## src/sv/uart_dual_byte_ring_buffer_assert.svh

```systemverilog
// Assertion macros for the ring buffer RTL.
// Depends on nothing; included by files that carry concurrent checks.
`ifndef UART_DUAL_BYTE_RING_BUFFER_ASSERT_SVH
`define UART_DUAL_BYTE_RING_BUFFER_ASSERT_SVH

// Same-cycle implication, disabled while reset is asserted.
`define UDBRB_ASSERT_NOW(label, clk, rst_n, ante, cons) \
    label: assert property (@(posedge clk) disable iff (!rst_n) (ante) |-> (cons)) \
        else $error("udbrb: same-cycle check failed");

// Next-cycle implication, disabled while reset is asserted.
`define UDBRB_ASSERT_NEXT(label, clk, rst_n, ante, cons) \
    label: assert property (@(posedge clk) disable iff (!rst_n) (ante) |=> (cons)) \
        else $error("udbrb: next-cycle check failed");

`endif

```

## src/sv/udbrb_ram.sv

```systemverilog
// Generic single-port RAM with registered read data.
// Stand-alone; instanced once per byte queue.
`default_nettype none

module udbrb_ram #(
    parameter int WIDTH = 8,
    parameter int DEPTH = 256
) (
    input  wire logic                     clk,
    input  wire logic                     en,
    input  wire logic                     we,
    input  wire logic [$clog2(DEPTH)-1:0] addr,
    input  wire logic [WIDTH-1:0]         wdata,
    output logic      [WIDTH-1:0]         rdata
);

    logic [WIDTH-1:0] mem [DEPTH];

    // When enabled, write on we, otherwise register the addressed word.
    always_ff @(posedge clk)
    begin
        if (en)
        begin
            if (we)
            begin
                mem[addr] <= wdata;
            end
            else
            begin
                rdata <= mem[addr];
            end
        end
    end

endmodule

`default_nettype wire

```

## config.mk

```make
export PLATFORM = sky130hd
export DESIGN_NAME = udbrb_ram
export DESIGN_NICKNAME = d
export VERILOG_FILES = /design/src/sv/uart_dual_byte_ring_buffer_assert.svh /design/src/sv/udbrb_ram.sv
export SDC_FILE = /design/constraint.sdc
export NUM_CORES = 2
export LEC_CHECK = 0
export ABC_AREA = 0
export BUFFER_PORTS_ARGS = -buffer_cell sky130_fd_sc_hd__clkbuf_2
export CAP_MARGIN = 0
export CORE_MARGIN = 5
export CORE_UTILIZATION = 25
export CTS_CLUSTER_SIZE = 30
export DETAILED_ROUTE_END_ITERATION = 10
export PLACE_DENSITY_LB_ADDON = 0.12
export SETUP_SLACK_MARGIN = 0.15
export SYNTH_ARGS = -nofsm -noshare
export SYNTH_HDL_FRONTEND = slang
export SYNTH_SLANG_ARGS = --single-unit
```

## constraint.sdc

```tcl
create_clock -name clk -period 3.05 [get_ports clk]
set_input_delay 0 -clock clk [delete_from_list [all_inputs] [get_ports clk]]
set_output_delay 0 -clock clk [all_outputs]
set_load 0.1 [all_outputs]
```

======== Yosys cells after proc, flatten, opt, wreduce, memory -nomap -nowiden ========
Memory sizes are Yosys's and may differ from the RTL's. A register that Yosys moved wholly into a read port is not among the register bits.
Index checks and enable logic that the tools add are counted.
storage, ports and cells
  bits in read-only memories .............. 0
  bits in latches ......................... 0
  bits in registers ....................... 0
  RAM bits ................................ 2048
  input bits .............................. 19
  memories ................................ 1
memories
  name  depth  width  rd ports  clocked after Yosys merged registers in  wr ports  line             RTL
  mem   256    8      1         1                                        1         udbrb_ram.sv:17  logic [WIDTH-1:0] mem [DEPTH];
operators by class
  eq/ne operators ......................... 0
  divide/modulo/power cells ............... 0
  bitwise gates (word level) .............. 1
  mux-type cells .......................... 3
  reductions and logical operators ........ 1
  $lt $le $gt $ge ......................... 0
  shift operators ......................... 0
  multipliers ............................. 0
  add/sub/neg operators ................... 0
operator list
  kind                 number
  1-bit two-way mux    3
  2-bit AND reduction  1
  1-bit NOT            1

======== Logic depth before layout (Yosys ltp) ========
  depth in word-level cells ............... 3
  depth in mapped cells ................... 9
  depth with buffers taken out ............ 5

======== Least setup slack after synthesis ========
OpenSTA, ideal clock, no wires.
  kind .................................... input to register
  start point ............................. input addr[0]
  end point ............................... memory mem[117][0], enable pin
  slack ................................... 0.755 ns
  arrival ................................. 1.925 ns
  stages .................................. 8
  library setup time ...................... 0.370 ns
  required time ........................... 2.680 ns
  cell sequence ........................... buf_2 > buf_6 > buf_2 > buf_2 > nor3b_1 > nand2_1 > clkbuf_1 > nor2_1
RTL lines
  element      line             RTL
  from (decl)  udbrb_ram.sv:12  input wire logic [$clog2(DEPTH)-1:0] addr,
  to (decl)    udbrb_ram.sv:17
Straight into the memory's write port.

==> results_dict.tcl <==
set metrics [dict create \
    multi_input_area_um2 15800 \
    synth_top_family_by_area "multiplexers" \
    overflow 0 \
    p_leak_nw 29.5 \
    irDropWorstVdd_mv 0.421 \
    status "completed" \
    rsz0062_at_grt "false" \
    gp_congestion 0.749 \
    avgRoutedWirePerCell_um 28.5 \
    clock_latency_ns 0.87 \
    synthDistinctLibCells 21 \
    fin_skew_ns 0.0464 \
    n_fill_cell 30000 \
    crit_path_end_kind "flop" \
    worstPathRequired_ns 3.63 \
    drt-total-wl_um 241000 \
    dr.pass1.iters 5 \
    numCtsBuffers 231 \
    die-area_um2 325000 \
    slew_viol_final 0 \
    cts_tree "built" \
    fin_crit_sh_pct 94.6 \
    dp_hpwl_um 155000 \
    placed_cell_area_um2 88000 \
    ant_nets 0 \
    synthAdderAreaFrac_pct 0 \
    syn_area_um2 78400 \
    cp.arrival_ns 3.47 \
    synth-compound-area-share_pct 3.63 \
    clk_pin_slew_ns 0.06 \
    avgViaCountPerCell 4.55 \
    p_per_area_nw_per_um2 638 \
    antenna_found_initial 23 \
    regArea_um2 61700 \
    maxCapViolations 0 \
    synth-edff-count 2056 \
    clockRootBuffer "clkbuf_16" \
    max_freq_mhz 347 \
    seq_area_frac_synth_pct 78.8 \
    cts_htree_levels 4 \
    syn_inst 3526 \
    synth_mux_area_share_pct 14.7 \
    synth_simple_gate_area_share_pct 1.61 \
    syn_to_final_growth_pct 21.6 \
    p_total_mw 60.8 \
    clock_path_buffers 4 \
    synthFlopType "edfxtp_1" \
    start_util_pct 25.1 \
    relSlewSlack_pct 31.9 \
    io_buffers 26 \
    postCtsSetupRepairBufs 0 \
    drive_above_1_share_pct 33.3 \
    first_global_vias 40300 \
    async_reset_ff_share_pct 0 \
    initialDrtViolationCount 3421 \
    drc_errors 0 \
    setup_viol 0 \
    syn_avg_cell_area_um2 22.2 \
    fin_crit_ns 2.88 \
    crit_path_max_fanout 1 \
    track_usage_pct 14.6 \
    yosysWarningCount 0 \
    syn_nets 3545 \
    yosys_register_bits 2056 \
    hold_viol 0 \
    num_vias 38500 \
    dieHeight_um 570 \
    worst_slew_pin_slew_ns 1.02 \
    design_area_um2 95300 \
    rows 205 \
    critPathLaunchType "flop" \
    dieWidth_um 570 \
    holdCritPathClass "input port to flop" \
    crit_type "flop to flop" \
    io_pins 27 \
    cts.sink_count 2056 \
    num-nets-final 4154 \
    grt_pass1_wl_um 334000 \
    synth-xor-area-share_pct 0 \
    design.core.area_um2 312000 \
    grt_max_degree 101 \
]
per-stage QoR:
| step | hold slack, ns | cells | TNS, ns | util, % | setup WS [ns] |
|---|---|---|---|---|---|
| 2_1_floorplan | 0.0989 | 3526 | 0 | - | 0.755 |
| 3_3_place_gp | 0.503 | 8029 | -2.37 | 28.2 | -0.757 |
| 3_5_place_dp | 0.507 | 8029 | -2.20 | 28.2 | -0.737 |
| 4_1_cts | 0.00552 | 8464 | 0 | 30.5 | 0.0999 |
| 5_1_grt | 0.0442 | 8465 | 0 | 30.5 | 0.200 |
| 6_report | 0.0949 | 8469 | 0 | 30.5 | 0.165 |
cell usage in the layout, fill, tap and decap left out, types with 4 or more instances in the layout:
cell type	n
edfxtp_1	2056
mux4_2	512
buf_4	492
nor2_1	258
a22oi_1	256
clkbuf_16	235
a21oi_1	128
buf_12	70
clkinv_1	67
clkinv_2	47
clkbuf_1	47
o41ai_1	26
nand2_2	17
bufinv_16	16
clkbuf_2	16
nand2_1	13
dlygate4sd3_1	13
buf_8	10
nand4_1	8
diode_2	5
o41ai_2	5
clkinvlp_4	5
nor2b_1	4
nand3_1	4
power by group:
group / internal [mW] / leakage, nW / switching (mW)
sequential: 31.1 / 18.5 / 0.0309
combinational: 1.09 / 7.56 / 1.94
clock: 15.3 / 3.49 / 11.3
state kept, by name (all words and copies together) (netlist names):
signal and cells:
mem 2048, rdata 8
area by class of cell:
class                      count  area share, %
antenna                        5         0.0131
clock buffer                 282           6.36
clock inverter               140           1.12
multi-input combinational   1245           16.5
sequential                  2056           64.8
tap                         4140           5.44
timing repair buffer         601           5.73
routing by layer:
layer | share of wire (%) | vias up | routed length, µm | global-route usage, %
li1 | - | 16300 | - | -
met1 | 45 | 21000 | 110000 | 20.6
met2 | 47 | 899 | 114000 | 23.4
met3 | 5.0 | 317 | 12000 | 2.47
met4 | 2.4 | 0 | 5720 | 3.45
met5 | 0 | - | 0 | 0
Yosys cell counts (all sizes together), types with 4 or more instances:
| cell | instances | area share [%] |
|---|---|---|
| mux4 | 512 | 15 |
| nand4 | 8 | 0.064 |
| nand2 | 30 | 0.14 |
| nor2 | 259 | 1.2 |
| a22oi | 256 | 2.5 |
| o41ai | 32 | 0.36 |
| clkbuf | 143 | 0.68 |
| a21oi | 128 | 0.82 |
| buf | 82 | 0.60 |
| edfxtp | 2056 | 79 |
| nand3 | 4 | 0.026 |
| nor2b | 7 | 0.056 |
what timing repair did:
| action | CTS | global route |
|---|---|---|
| hold buffers | 13 | 0 |
| resized for setup | 4 | 2 |
| setup endpoints to repair | 4 | 2 |
| hold endpoints to repair | 1709 | 0 |
worst paths after layout:
check / start / cells past startpoint / slack [ns] / to
worst max register to register: mem[175][2]$_DFFE_PP_ / 6 / 0.17 / rdata[2]$_DFFE_PP_
worst max-delay path: mem[175][2]$_DFFE_PP_ / 6 / 0.17 / rdata[2]$_DFFE_PP_
worst min-delay path: addr[7] / 5 / 0.09 / rdata[4]$_DFFE_PP_
worst min register to register: mem[96][4]$_DFFE_PP_ / 5 / 1.08 / rdata[4]$_DFFE_PP_
cell families after synthesis:
group | count (synthesis)
AOI/OAI and AO/OA | 416
buffers and inverters | 225
DFF | 2056
muxes | 512
and+or+nand+nor | 317
worst max-delay path: stages, from the launching register on:
cell      delay [ns]
edfxtp_1        0.36
mux4_2          0.52
a22oi_1         0.47
a21oi_1         0.23
o41ai_4         0.70
buf_4           0.25
nand4_1         0.07
No activity file was read; power rests on OpenSTA's default activity.
